[src/rtl/aspect_fit_viewport_calculator_assert.svh]
// Assertion macros shared by the viewport fit RTL
`ifndef ASPECT_FIT_VIEWPORT_CALCULATOR_ASSERT_SVH
`define ASPECT_FIT_VIEWPORT_CALCULATOR_ASSERT_SVH

// Check an implication outside reset
`define AFVC_ASSERT_IMPL(label, ante, cons, msg) \
  label: assert property (@(posedge clk) disable iff (!rst_n) (ante) |-> (cons)) \
    else $error(msg);

// Check a condition in the cycle after its cause, reset included
`define AFVC_ASSERT_NEXT(label, ante, cons, msg) \
  label: assert property (@(posedge clk) (ante) |=> (cons)) else $error(msg);

`endif

[src/rtl/afvc_div_cell.sv]
`timescale 1ns / 1ps
// One restoring division step: produces one quotient bit per cell
module afvc_div_cell #(
  parameter int NUM_W = 8,
  parameter int DEN_W = 8,
  parameter int PAY_W = 1
) (
  input  logic             clk,
  input  logic             rst_n,
  input  logic             en,
  input  logic             i_valid,
  input  logic [DEN_W-1:0] i_rem,
  input  logic [NUM_W-1:0] i_num,
  input  logic [NUM_W-1:0] i_quo,
  input  logic [DEN_W-1:0] i_den,
  input  logic [PAY_W-1:0] i_pay,
  output logic             o_valid,
  output logic [DEN_W-1:0] o_rem,
  output logic [NUM_W-1:0] o_num,
  output logic [NUM_W-1:0] o_quo,
  output logic [DEN_W-1:0] o_den,
  output logic [PAY_W-1:0] o_pay
);

  logic             valid_r;
  logic [DEN_W-1:0] rem_r, rem_nxt;
  logic [NUM_W-1:0] num_r, num_nxt;
  logic [NUM_W-1:0] quo_r, quo_nxt;
  logic [DEN_W-1:0] den_r;
  logic [PAY_W-1:0] pay_r;
  logic [DEN_W:0]   trial;
  logic [DEN_W:0]   diff;
  logic             ge;

  // Shift in the next numerator bit and try the subtract
  always_comb begin
    trial   = {i_rem, i_num[NUM_W-1]};
    diff    = trial - {1'b0, i_den};
    ge      = trial >= {1'b0, i_den};
    rem_nxt = ge ? diff[DEN_W-1:0] : trial[DEN_W-1:0];
    num_nxt = {i_num[NUM_W-2:0], 1'b0};
    quo_nxt = {i_quo[NUM_W-2:0], ge};
  end

  // Advance valid
  always_ff @(posedge clk) begin
    if (!rst_n) begin
      valid_r <= 1'b0;
    end else if (en) begin
      valid_r <= i_valid;
    end
  end

  // Advance data
  always_ff @(posedge clk) begin
    if (en) begin
      rem_r <= rem_nxt;
      num_r <= num_nxt;
      quo_r <= quo_nxt;
      den_r <= i_den;
      pay_r <= i_pay;
    end
  end

  assign o_valid = valid_r;
  assign o_rem   = rem_r;
  assign o_num   = num_r;
  assign o_quo   = quo_r;
  assign o_den   = den_r;
  assign o_pay   = pay_r;

endmodule

[src/rtl/afvc_div.sv]
`timescale 1ns / 1ps
`include "aspect_fit_viewport_calculator_assert.svh"
// Pipelined divider: a row of NUM_W cells, one quotient bit each
module afvc_div #(
  parameter int NUM_W = 8,
  parameter int DEN_W = 8,
  parameter int PAY_W = 1
) (
  input  logic             clk,
  input  logic             rst_n,
  input  logic             en,
  input  logic             i_valid,
  input  logic [NUM_W-1:0] i_num,
  input  logic [DEN_W-1:0] i_den,
  input  logic [PAY_W-1:0] i_pay,
  output logic             o_valid,
  output logic [NUM_W-1:0] o_quo,
  output logic [PAY_W-1:0] o_pay
);

  logic             v   [0:NUM_W];
  logic [DEN_W-1:0] rem [0:NUM_W];
  logic [NUM_W-1:0] num [0:NUM_W];
  logic [NUM_W-1:0] quo [0:NUM_W];
  logic [DEN_W-1:0] den [0:NUM_W];
  logic [PAY_W-1:0] pay [0:NUM_W];

  assign v[0]   = i_valid;
  assign rem[0] = '0;
  assign num[0] = i_num;
  assign quo[0] = '0;
  assign den[0] = i_den;
  assign pay[0] = i_pay;

  // Chain the cells
  for (genvar g = 0; g < NUM_W; g++) begin : g_cell
    afvc_div_cell #(
      .NUM_W(NUM_W),
      .DEN_W(DEN_W),
      .PAY_W(PAY_W)
    ) u_cell (
      .clk    (clk),
      .rst_n  (rst_n),
      .en     (en),
      .i_valid(v[g]),
      .i_rem  (rem[g]),
      .i_num  (num[g]),
      .i_quo  (quo[g]),
      .i_den  (den[g]),
      .i_pay  (pay[g]),
      .o_valid(v[g+1]),
      .o_rem  (rem[g+1]),
      .o_num  (num[g+1]),
      .o_quo  (quo[g+1]),
      .o_den  (den[g+1]),
      .o_pay  (pay[g+1])
    );
  end

  assign o_valid = v[NUM_W];
  assign o_quo   = quo[NUM_W];
  assign o_pay   = pay[NUM_W];

  `AFVC_ASSERT_IMPL(a_rem_below_den, o_valid && den[NUM_W] != '0, rem[NUM_W] < den[NUM_W],
    "division remainder not below divisor")
  `AFVC_ASSERT_IMPL(a_num_drained, o_valid, num[NUM_W] == '0,
    "numerator bits left after last cell")
  `AFVC_ASSERT_NEXT(a_hold_on_stall, rst_n && !en, $stable(o_quo),
    "quotient moved while stalled")

endmodule

[config.mk]
export PLATFORM = sky130hd
export DESIGN_NAME = afvc_div
export DESIGN_NICKNAME = d
export VERILOG_FILES = /design/src/rtl/afvc_div_cell.sv /design/src/rtl/afvc_div.sv
export VERILOG_INCLUDE_DIRS = /design/src /design/src/rtl
export SDC_FILE = /design/constraint.sdc
export NUM_CORES = 1
export LEC_CHECK = 0
export BUFFER_PORTS_ARGS = -buffer_cell sky130_fd_sc_hd__buf_2
export CAP_MARGIN = 20
export CORE_ASPECT_RATIO = 1.2
export CORE_MARGIN = 1.5
export CORE_UTILIZATION = 56
export CTS_BUF_LIST = sky130_fd_sc_hd__clkbuf_16
export DETAILED_ROUTE_END_ITERATION = 8
export PLACE_DENSITY = 0.76
export SKIP_CTS_REPAIR_TIMING = 1
export SYNTH_ARGS = -nofsm -noshare
export SYNTH_HDL_FRONTEND = slang
export SYNTH_SLANG_ARGS = --single-unit
[constraint.sdc]
create_clock -name clk -period 2.25 [get_ports clk]
set_input_delay 0 -clock clk [delete_from_list [all_inputs] [get_ports clk]]
set_output_delay 0 -clock clk [all_outputs]
set_load 0.03 [all_outputs]
After elaboration in Yosys (flattened, before gate mapping) --
Index checks and enable logic that the tools add are counted.
Storage, ports and cells: register bits after elaboration 192, input port bits 21, output and inout port bits 10, logic and storage cells 68
Operators by class: $add $sub $neg 7, order comparisons 8, mux-type cells 7
Operators with widths (number):
- $ge A9 B8 Y1 | 7
- $mux W8 | 6
- $sub A8 B8 Y8 | 6
- $ge A1 B8 Y1 | 1
- $sub A1 B8 Y8 | 1
- $mux W1 | 1

Longest topological paths before layout --
word-level depth 2, gate-level depth with buffers 9, depth with buffers taken out 9

Cells and area by module --
From an unflattened synthesis, not the netlist that was laid out.
Unflattened totals: cell total of the unflattened synthesis 840, area, all modules 12269.3 µm²
By module, submodules not included:
- afvc_div_cell at g_cell[2].u_cell ... | times used 6, cells an instance 105, area each 1527.7 µm², seq. area each 980.9 µm²
- afvc_div_cell at g_cell[1].u_cell | times used 1, cells an instance 106, area each 1551.5 µm², seq. area each 980.9 µm²
- afvc_div_cell at g_cell[0].u_cell | times used 1, cells an instance 103, area each 1547.7 µm², seq. area each 980.9 µm²
- afvc_div | times used 1, cells an instance 1, area each 3.8 µm², seq. area each 0.0 µm²

Least setup slack after synthesis --
Ideal clock, no wire load.
path kind reg2reg, start register g_cell[3].u_cell.den_r[0], end register g_cell[4].u_cell.rem_r[6], data pin, setup time 0.260 ns, data arrival time 1.996 ns, required time 1.990 ns, slack -0.006 ns, stages on the path, launching flop included 9, buffers on the path 0, clock period less this slack 2.256 ns, cell sequence edfxtp_1 -> ha_1 -> fa_1 -> nor2b_1 -> o21ai_0 -> a21boi_1 -> nor4_1 -> a311o_1 -> mux2_2
Between the ends: longest elaborated chain between the ends 2, elaborated cells between the ends (all ways) 3, those cells by class add/sub: 1; order compare: 1; mux: 1
Ends and longest elaborated chain:
- from (decl) | line afvc_div_cell.sv:29 | logic [DEN_W-1:0] den_r;
- from (signal assigned) | line afvc_div_cell.sv:60 | den_r <= i_den;
- $sub A8 B8 Y8 / $ge A9 B8 Y1 (equally long branches) | line afvc_div_cell.sv:38, afvc_div_cell.sv:39
- $mux W8 (*) | line afvc_div_cell.sv:40 | rem_nxt = ge ? diff[DEN_W-1:0] : trial[DEN_W-1:0];
- via g_cell[4].u_cell.rem_nxt[6] | line afvc_div_cell.sv:26 | logic [DEN_W-1:0] rem_r, rem_nxt;
- to (signal assigned) | line afvc_div_cell.sv:57 | rem_r <= rem_nxt;
- to (decl) | line afvc_div_cell.sv:26
The timed path passes the listed nets; every way through them passes the cells marked *. A chain may end at the register's enable or synchronous reset.

Worst setup path after layout --
start register g_cell[3].u_cell.den_r[1], end register g_cell[4].u_cell.rem_r[7], data pin
Same word-level chain as after synthesis.

==> out/qor.csv <==
metric;value;unit
dieArea;0.01648;sq mm
finalCritPeriodShare;1.012;
hp-class;in -> reg;
worst-path-buf-inv;2;
fmax;439.2;MHz
antennaDiodeCount;0;
synth_warnings;0;
ir_worst_vdd;0.5272;mV
rsz0062_at_grt;yes;
portBuffers;30;
fp.dieH;140.3;microns
switchingPower;3.097;mW
synthTopCellsByCount;edfxtp_1, inv_1, ha_1;
seqPwrFrac;0.426;
htree_levels;4;
intPower;8.344;mW
status;complete, but fails checks;
whs;0.1099;ns
relSlewSlack;0.6853;
synth_top_area_frac;0.6278;
grt_pass1_vias;5213;
tritoncts;yes;
cts_max_path_buffers;2;
antenna_left;0;
wire_per_inst;15.53;microns
clk_latency;0.42;ns
die_x;117.4;microns
reg2reg_depth;9;
antenna_found_initial;0;
crit_chain;inv_1, ha_4, nor2b_2, o21ai_1, nand3b_1, buf_4, o31ai_1, xnor2_1, mux2_4;
grt_pass1_wl;23.49;mm
skew;0.008931;ns
numClockSinks;192;
start_util;0.5673;
clockRootBuffer;clkbuf_16;
routabilityCongestion;0.8655;
wl;14.91;mm
ios;31;
synth_fp_nets;699;
synth_cells;614;
synthMostInstantiatedCell;edfxtp_1;
combPwrFrac;0.306;
cp_top_family;compound AO/OA/AOI/OAI gates;
startpoint_type;register;
ys_seq_elements;192;
syn-cell-area;0.008801;sq mm
ys_seq_area_frac;0.6460;
setup_viol;2;
setup_tns;-0.04921;ns
fin_ws;-0.02703;ns
fin_nets;824;
dp_hpwl;9.730;mm
drtIter0Drc;318;
total_leakage_power;4.441;nW
slowest_stage;edfxtp_1;
swShare;0.2707;
layout_min_cycle_time;2.277;ns
cap_violations;0;
cp_max_fo;2;
grt_usage;0.1829;
drc;0;
grt_overflow_total;0;
drive_above_1_share;0.2540;
grt_max_degree;53;
worst_slew_pin_slew;0.4721;ns
ys_types;44;
cts_buffers;17;
yosysTopAreaCell;edfxtp_1;
core;0.01551;sq mm
syn_avg_cell_area;14.33;sq um
cp.depth;9;
hold_depth;1;
dr.pass1.iters;4;
slew_violations;0;
synth-edff-count;184;
cp_slowest_stage_delay;0.39;ns
netlist_top_cells_area;edfxtp_1, ha_1, inv_1, mux2_2, xnor2_1;
synthFlopType;edfxtp_1;
synthArstFlopShare;0;
worstSetupPathType;reg -> reg;
endpoint_kind;register;
rows;50;
powerDensity;1060;mW/mm^2
nFillCells;1052;
viasPerCell;5.349;
hold_viol;0;
syn_to_final_growth;22.59;%
power.share.clock;0.267;
num_vias;5135;
violations;setup timing;
critPathArrivalTime;2.45;ns
clk_pin_slew;0.06;ns
required;2.42;ns
state kept, by name (all words and copies together) (netlist names):
| register | flops |
|---|---|
| g_cell.u_cell.o_valid | 8 |
| g_cell.u_cell.o_den | 56 |
| g_cell.u_cell.o_num | 28 |
| g_cell.u_cell.o_pay | 8 |
| g_cell.u_cell.o_rem | 56 |
| g_cell.u_cell.o_quo | 36 |
worst paths after layout:
check / slack [ns] / end / start
min reg2reg: 0.42 / g_cell[4].u_cell.o_quo[4] / g_cell[3].u_cell.o_quo[3]
max: -0.03 / g_cell[4].u_cell.o_rem[7] / g_cell[3].u_cell.o_den[1]
min: 0.11 / g_cell[0].u_cell.o_num[6] / en
max reg2reg: -0.03 / g_cell[4].u_cell.o_rem[7] / g_cell[3].u_cell.o_den[1]
placed cells by master, fill, tap and decap left out, types with 6 or more instances in the layout:
cell type	instances
mux2_4	21
buf_4	52
xor2_1	7
buf_2	29
edfxtp_1	184
nand2b_1	6
dfxtp_1	8
dlygate4sd3_1	19
mux2_2	6
o21ai_0	14
mux2i_1	18
xnor2_1	22
ha_1	47
nand2_1	12
nor3_1	6
inv_1	84
a21oi_1	27
clkbuf_16	17
nor2b_1	8
ha_4	10
nor2_1	32
o21a_1	6
a21o_1	21
o21ai_1	6
logic make-up after synthesis:
group / count (synthesis) / synth area share
compound gates: 105 / 0.08217
xor+xnor: 29 / 0.02886
fa+ha+maj: 64 / 0.09611
buf+inv: 87 / 0.03725
flops: 192 / 0.6460
mux: 45 / 0.05502
simple gates: 92 / 0.05459
worst register-to-register path, stage by stage, from the launching register on:
cell      delay, ns
edfxtp_1       0.39
inv_1          0.12
ha_4           0.22
nor2b_2        0.17
o21ai_1        0.12
nand3b_1       0.15
buf_4          0.19
o31ai_1        0.29
xnor2_1        0.12
mux2_4         0.26
per-layer routing:
metal,share of wire,up-vias,wire length [microns],GRT usage
met3,0.024,45,352,0.03990
met5,0,-,0,0
met1,0.35,2511,5267,0.1654
li1,-,2479,-,-
met2,0.58,100,8721,0.3687
met4,0.038,0,571,0.1020
through the flow:
stage / total power [mW] / std cells / cell area, sq um / utilization / setup slack [ns]
after CTS: 10.81 / 907 / 10030 / 0.6465 / -0.09954
after floorplan: 6.927 / 614 / 8801 / - / 0.01337
final: 11.44 / 960 / 10790 / 0.6954 / -0.02703
after detailed placement: 7.732 / 875 / 9424 / 0.6074 / -0.07938
after global placement: 7.554 / 875 / 9424 / 0.6074 / -0.02739
after global routing: 12.01 / 960 / 10790 / 0.6954 / -0.1172
power groups by stage:
stage	clock (mW)	combinational, mW	sequential [mW]
2_1_floorplan	0	2.05	4.88
3_3_place_gp	0	2.65	4.90
3_5_place_dp	0	2.81	4.92
4_1_cts	3.11	2.85	4.85
5_1_grt	3.26	3.83	4.93
6_report	3.06	3.51	4.88
cell type report:
cell class / count / area (sq um) / area share
tap: 208 / 260.3 / 0.02412
timing repair buffer: 108 / 862.1 / 0.07990
multi-input combinational: 335 / 3055 / 0.2832
clock inverter: 15 / 181.4 / 0.01682
sequential: 192 / 5685 / 0.5270
clock buffer: 17 / 425.4 / 0.03943
inverter: 85 / 319.1 / 0.02957
No activity file was read; power rests on OpenSTA's default activity.
